`src/moh3d_pkg.sv`:
```
// Shared constants, types and a helper function of the orbit density histogram.
package moh3d_pkg;

  localparam int CFG_W = 11;
  localparam logic [CFG_W-1:0] MAX_ITER_RESET = 11'd1024;

  localparam logic ACT_SAMPLE = 1'b0;
  localparam logic ACT_READ   = 1'b1;

  localparam int MUL_W  = 33;
  localparam int PROD_W = 66;

  localparam int POINT_THREE_Q24 = 5033165;
  localparam logic signed [MUL_W-1:0] HALF_Q24 = 33'sd8388608;
  localparam logic [63:0] ESCAPE_Q48 = 64'd10 << 48;
  localparam int SQRT_STEPS = 32;

  typedef struct packed {
    logic done;
    logic escaped;
  } orbit_stat_t;

  // Saturate a wide signed value to a Q8.24 word.
  function automatic logic signed [31:0] sat32(input logic signed [PROD_W-1:0] v);
    logic signed [PROD_W-1:0] hi;
    logic signed [PROD_W-1:0] lo;
    hi = 66'sd2147483647;
    lo = -66'sd2147483648;
    if (v > hi) begin
      sat32 = 32'sh7fffffff;
    end else if (v < lo) begin
      sat32 = 32'sh80000000;
    end else begin
      sat32 = v[31:0];
    end
  endfunction

endpackage

```
`src/moh3d_orbit.sv`:
```
// Orbit iteration unit: one shared multiplier and a bit-serial square root.
module moh3d_orbit #(
  parameter int GRID = 64,
  parameter int MAX_ITER = 1024,
  localparam int IW = $clog2(MAX_ITER),
  localparam int LW = ($clog2(MAX_ITER + 1) > 11) ? $clog2(MAX_ITER + 1) : 11,
  localparam int VW = $clog2(GRID * GRID * GRID)
) (
  input  logic                     clk,
  input  logic                     rst,
  input  logic                     start,
  input  logic signed [31:0]       c_re,
  input  logic signed [31:0]       c_im,
  input  logic signed [31:0]       start_re,
  input  logic [LW-1:0]            lim,
  output moh3d_pkg::orbit_stat_t   stat,
  output logic [IW-1:0]            n,
  output logic                     wr_en,
  output logic [IW-1:0]            wr_addr,
  output logic [VW:0]              wr_data
);
  localparam logic [3:0] S_IDLE = 4'd0, S_XX = 4'd1, S_YY = 4'd2, S_XY = 4'd3,
                         S_NEW = 4'd4, S_SQX = 4'd5, S_SQY = 4'd6, S_SUM = 4'd7,
                         S_CHK = 4'd8, S_SQRT = 4'd9, S_PX = 4'd10, S_PY = 4'd11,
                         S_PZ = 4'd12, S_WR = 4'd13;
  localparam logic signed [moh3d_pkg::MUL_W-1:0] KPROJ =
    33'(moh3d_pkg::POINT_THREE_Q24 * GRID);
  localparam logic signed [18:0] GRID_S = 19'(GRID);
  localparam logic signed [18:0] ZERO_S = 19'sd0;
  localparam int PW = moh3d_pkg::PROD_W;

  logic [3:0] state;
  logic signed [31:0] x, y, cre, cim, ox, oy, nx, ny;
  logic signed [PW-1:0] p, xx, yy;
  logic [63:0] sqold, sqx, sqnew, rad;
  logic neg;
  logic [35:0] rem;
  logic [31:0] root;
  logic [4:0] cnt;
  logic signed [18:0] ix, iy;
  logic [IW-1:0] i;

  logic signed [moh3d_pkg::MUL_W-1:0] opa, opb, ux;
  logic signed [PW-1:0] dsq, sum_re, sum_im;
  logic [35:0] rem_t, trial;
  logic signed [18:0] iz;
  logic in_grid, is_cycle, is_last;
  logic [VW-1:0] vox;

  assign ux = {nx[31], nx} + moh3d_pkg::HALF_Q24;

  always_comb begin
    opa = {x[31], x};
    opb = {x[31], x};
    unique case (state)
      S_YY: begin
        opa = {y[31], y};
        opb = {y[31], y};
      end
      S_XY: opb = {y[31], y};
      S_SQX: begin
        opa = {nx[31], nx};
        opb = {nx[31], nx};
      end
      S_SQY: begin
        opa = {ny[31], ny};
        opb = {ny[31], ny};
      end
      S_PX: begin
        opa = ux;
        opb = KPROJ;
      end
      S_PY: begin
        opa = {ny[31], ny};
        opb = KPROJ;
      end
      S_PZ: begin
        opa = {1'b0, root};
        opb = KPROJ;
      end
      default: ;
    endcase
  end

  assign dsq    = xx - yy;
  assign sum_re = (dsq >>> 24) + 66'(cre);
  assign sum_im = (p >>> 23) + 66'(cim);

  assign rem_t = {rem[33:0], rad[63:62]};
  assign trial = {2'b00, root, 2'b01};

  assign iz = 19'($signed(p[PW-1:48]));
  assign in_grid = !neg && ix >= ZERO_S && ix < GRID_S && iy >= ZERO_S && iy < GRID_S &&
                   iz >= ZERO_S && iz < GRID_S;
  assign vox = (VW'(ix[8:0]) + VW'(iz[8:0]) * VW'(GRID)) * VW'(GRID) + VW'(iy[8:0]);
  assign is_cycle = (ox == nx) && (oy == ny);
  assign is_last  = (LW'(i) + LW'(1)) == lim;

  assign wr_en   = (state == S_WR);
  assign wr_addr = i;
  assign wr_data = {in_grid, vox};

  always_ff @(posedge clk) begin
    p <= opa * opb;
    if (rst) begin
      state       <= S_IDLE;
      stat        <= '0;
      n           <= '0;
    end else begin
      stat.done <= 1'b0;
      unique case (state)
        S_IDLE: begin
          if (start) begin
            cre <= c_re >>> 4;
            cim <= c_im >>> 4;
            x   <= start_re >>> 4;
            y   <= '0;
            i   <= '0;
            if (lim == '0) begin
              stat <= '{done: 1'b1, escaped: 1'b0};
              n    <= '0;
            end else begin
              state <= S_XX;
            end
          end
        end
        S_XX: begin
          // Snapshot at step zero and at every power-of-two step.
          if ((i & (i - IW'(1))) == '0) begin
            ox <= x;
            oy <= y;
          end
          state <= S_YY;
        end
        S_YY: begin
          xx    <= p;
          state <= S_XY;
        end
        S_XY: begin
          yy    <= p;
          state <= S_NEW;
        end
        S_NEW: begin
          nx    <= moh3d_pkg::sat32(sum_re);
          ny    <= moh3d_pkg::sat32(sum_im);
          sqold <= xx[63:0] + yy[63:0];
          state <= S_SQX;
        end
        S_SQX: state <= S_SQY;
        S_SQY: begin
          sqx   <= p[63:0];
          state <= S_SUM;
        end
        S_SUM: begin
          sqnew <= sqx + p[63:0];
          state <= S_CHK;
        end
        S_CHK: begin
          rad   <= sqnew - sqold;
          neg   <= sqnew < sqold;
          rem   <= '0;
          root  <= '0;
          cnt   <= '0;
          state <= S_SQRT;
        end
        S_SQRT: begin
          rad <= {rad[61:0], 2'b00};
          if (rem_t >= trial) begin
            rem  <= rem_t - trial;
            root <= {root[30:0], 1'b1};
          end else begin
            rem  <= rem_t;
            root <= {root[30:0], 1'b0};
          end
          cnt <= cnt + 5'd1;
          if (cnt == 5'(moh3d_pkg::SQRT_STEPS - 1)) begin
            state <= S_PX;
          end
        end
        S_PX: state <= S_PY;
        S_PY: begin
          ix    <= 19'($signed(p[PW-1:48])) + 19'(GRID / 2);
          state <= S_PZ;
        end
        S_PZ: begin
          iy    <= 19'($signed(p[PW-1:48])) + 19'(GRID / 2);
          state <= S_WR;
        end
        S_WR: begin
          priority if (is_cycle) begin
            stat  <= '{done: 1'b1, escaped: 1'b0};
            n     <= i;
            state <= S_IDLE;
          end else if (sqnew > moh3d_pkg::ESCAPE_Q48) begin
            stat  <= '{done: 1'b1, escaped: 1'b1};
            n     <= i;
            state <= S_IDLE;
          end else if (is_last) begin
            stat  <= '{done: 1'b1, escaped: 1'b0};
            n     <= i;
            state <= S_IDLE;
          end else begin
            x     <= nx;
            y     <= ny;
            i     <= i + IW'(1);
            state <= S_XX;
          end
        end
        default: state <= S_IDLE;
      endcase
    end
  end
endmodule

```
`config.mk`:
```
export PLATFORM = sky130hd
export DESIGN_NAME = moh3d_orbit
export DESIGN_NICKNAME = d
export VERILOG_FILES = /design/src/moh3d_pkg.sv /design/src/moh3d_orbit.sv
export SDC_FILE = /design/constraint.sdc
export NUM_CORES = 2
export LEC_CHECK = 0
export BUFFER_PORTS_ARGS = -buffer_cell sky130_fd_sc_hd__buf_2
export CAP_MARGIN = 20
export CELL_PAD_IN_SITES_DETAIL_PLACEMENT = 1
export CELL_PAD_IN_SITES_GLOBAL_PLACEMENT = 1
export CORE_ASPECT_RATIO = 0.5
export CORE_MARGIN = 1.5
export CORE_UTILIZATION = 53
export DETAILED_ROUTE_END_ITERATION = 6
export GPL_TIMING_DRIVEN = 0
export PLACE_DENSITY = 0.91
export SLEW_MARGIN = 5
export SYNTH_ARGS = -nofsm -noshare
export SYNTH_HDL_FRONTEND = slang
export SYNTH_SLANG_ARGS = --single-unit
```
`constraint.sdc`:
```
create_clock -name clk -period 31.2 [get_ports clk]
set_input_delay 3.12 -clock clk [delete_from_list [all_inputs] [get_ports clk]]
set_output_delay 3.12 -clock clk [all_outputs]
set_load 0.005 [all_outputs]
```
==> qor.csv <==
stage,metric,value,unit
route,WL/cell,32.4,µm
synth,top post-synthesis cells by area,"fa_1, edfxtp_1, ha_1, inv_1, nor2_1",
placement,DPL Wire Length,300000,µm
synth,post-synth top area cell,fa_1,
clock_network,clk sinks,838,
clock_network,"Clk pin slew, worst setup/hold paths",0.07,ns
run_status,failing checks,design-rule violations,
sta,Slew Limit Headroom,6.09,%
floorplanning,row count,105,
layout,fillers,18402,
floorplanning,die area,169000,µm²
critical_path,CP endpoint kind,flop,
placement,RD Place Congestion,1.08,
synth,synth warn,0,
route,routed vias,78310,
critical_path,critical path peak fanout,10,
route,initial detailed-routing violation count,10785,
layout,area delta synth->final,9.61,%
synth,"Async S/R FF share, synth",0,%
layout,final net count,11388,
clock_network,Setup Buffers After CTS,0,
hold_path,Hold Path Origin,y[8],
route,total iterations of the first detailed-routing run,7,
layout,combined area of the multi-input logic cells,57300,µm²
clock_network,Max Root-Sink Buffers,3,
sta,Hold Fails Final Rpt,0,
synth,"Top FF cell, synth",edfxtp_1,
clock_network,CTS Hold Bufs,0,
synth,post-synthesis cell type count,109,
sta,fmax,71.0,MHz
floorplanning,# IOs,152,
synth,sequential area share after synthesis,27.5,%
critical_path,CP Launch Type,flop,
sta,Slew Limit Fails,0,
sta,setup_tns,0,ns
sta,Final setup viols,0,
floorplanning,initial core utilization,53.6,%
layout,FF/Latch Area,24300,µm²
critical_path,delay of the slowest critical-path stage,0.99,ns
critical_path,critical path required time,31.84,ns
critical_path,RR Startpoint,state[2],
critical_path,Worst Setup SP,state[2],
grt,vias in the first global route,83585,
floorplanning,CORE AREA,165000,µm²
critical_path,crit path kind,flop to flop,
critical_path,Crit-path slowest cell,clkbuf_1,
synth,Mapped Area,88400,µm²
clock_network,PostCTS Resize Cnt,0,
layout,"commonest non-fill, non-tap cells in the layout","inv_1, fa_1, nor2_1, nand2_1, edfxtp_1",
clock_network,TritonCTS clock tree,built,
floorplanning,Die Wd,581,µm
run,Max Cap Viol,0,
route,residual DRC count,60,
clock_network,CTS Root Cell,clkbuf_16,
synth,Mapped Nets,10997,
route,routed wire length,383000,µm
floorplanning,Chip Height,292,µm
run_status,status,finished with violations,
sta,"Period Utilization, post-route",45.1,%
grt,initial antenna violation count,32,
synth,number of enable flip-flop cells after synthesis,756,
critical_path,critical path's most frequent cell,fa_1,
synth,Mapped Cells,9132,
layout,"most common cell after layout, fill and taps aside",inv_1,
layout,layout cell share with drive strength beyond 1,6.44,%
sta,RSZ-0062 raised after global routing,false,
clock_network,CTS H-tree lvls,3,
sta,Clock Skew,0.0507,ns
grt,global route total overflow,0,
synth,syn_area_per_cell,9.69,µm²
route,Antenna Violating Nets Remaining,0,
clock_network,clock latency on the worst-skew pair,0.74,ns
sta,Worst-Margin Slew,1.40,ns
synth,area fraction of the dominant cell type after synthesis,26.1,%
synth,"FF+latch count, synth",838,
sta,Tmin final,14.09,ns
hold_path,hold crit path type,flop to flop,
route,post-DR vias/cell,6.63,
grt,GRT Total Usage,44.7,%
critical_path,WP data arrival,14.73,ns
grt,maximum number of pins on one net before global-route repair,32,
clock_network,CTS Buf Count,90,
grt,first-pass GRT wire length,553000,µm
placement,Port Buffer Count,138,
[cell usage after synthesis, drive strengths merged, types with 62 or more instances]
cell    instances
and2           63
inv          1428
a21oi         463
edfxtp        756
nor2         1070
a222oi         62
fa           1152
nand2b         80
dfxtp          82
xnor2         286
a31oi          64
a21o          201
nand3         105
nand2         853
o21a           69
nor4           72
xor2          219
o21ai         317
clkbuf        354
nand4          68
nor3           83
o21bai         82
ha            603
[worst max-delay path, delay by kind of cell (launching register included)]
family	cells	cell delay [ns]
DFF	1	0.32
xor gates and xnor gates	1	0.14
AOI/OAI and AO/OA	13	3.94
buffers and inverters	12	3.81
and+or+nand+nor	4	1.00
adders and majority gates	9	4.80
[sequential cells by signal (all words and copies together), names as in the netlist, 4 cells and up]
name,count
sqx,64
y,32
iy,19
sqold,64
yy,66
oy,32
cim,28
rem,34
cre,28
n,10
rad,64
xx,66
wr_addr,10
root,32
ny,32
ox,32
cnt,5
state,4
ix,19
sqnew,64
x,32
nx,32
p,66
[path summary, 6_finish.rpt]
path	to	slack [ns]	depth (start not counted)
hold / removal	oy[8]	0.49	0
hold reg to reg	oy[8]	0.49	0
setup / recovery	p[64]	17.11	39
setup reg to reg	p[64]	17.11	39
[metrics by stage]
step / instance area (µm²) / instances / hold WS [ns] / setup WS, ns / utilization [%]
after floorplan: 88400 / 9132 / 0.449 / 13.09 / -
after global placement: 91900 / 11463 / 0.456 / 6.63 / 55.7
after detailed placement: 93400 / 11599 / 0.465 / 17.68 / 56.7
after CTS: 96600 / 11767 / 0.489 / 17.58 / 58.6
after global routing: 96900 / 11797 / 0.496 / 17.34 / 58.8
final: 96900 / 11817 / 0.494 / 17.11 / 58.8
[logic make-up after synthesis]
kind of cell | after synthesis | share of synthesized area (%)
AOI/OAI and AO/OA | 1586 | 11.9
xor gates and xnor gates | 505 | 5.00
adders and majority gates | 1756 | 34.6
buffers and inverters | 1833 | 7.96
DFF | 838 | 27.5
muxes | 25 | 0.293
and+or+nand+nor | 2589 | 12.8
[cell type report]
class                   count  share of cell area [%]
diodes                     25                  0.0645
plain buffers             403                    1.73
clock buffers             120                    2.62
clock inverters            48                   0.629
inverters                1430                    5.54
multi-input cells        6461                    59.1
flip-flops and latches    838                    25.1
well taps                2193                    2.83
repair buffers            299                    2.39
[routing by layer]
| layer | routed length (µm) | track usage [%] | vias up | share of wire, % |
|---|---|---|---|---|
| li1 | - | - | 30922 | - |
| met1 | 131000 | 52.0 | 39271 | 34 |
| met2 | 165000 | 67.7 | 6086 | 43 |
| met3 | 55000 | 18.7 | 2007 | 14 |
| met4 | 32200 | 29.4 | 24 | 8.4 |
| met5 | 322 | 1.20 | - | 0.084 |
Power is not shown: default switching activity piles up to over one toggle a cycle in this logic, so the estimate is an artifact.
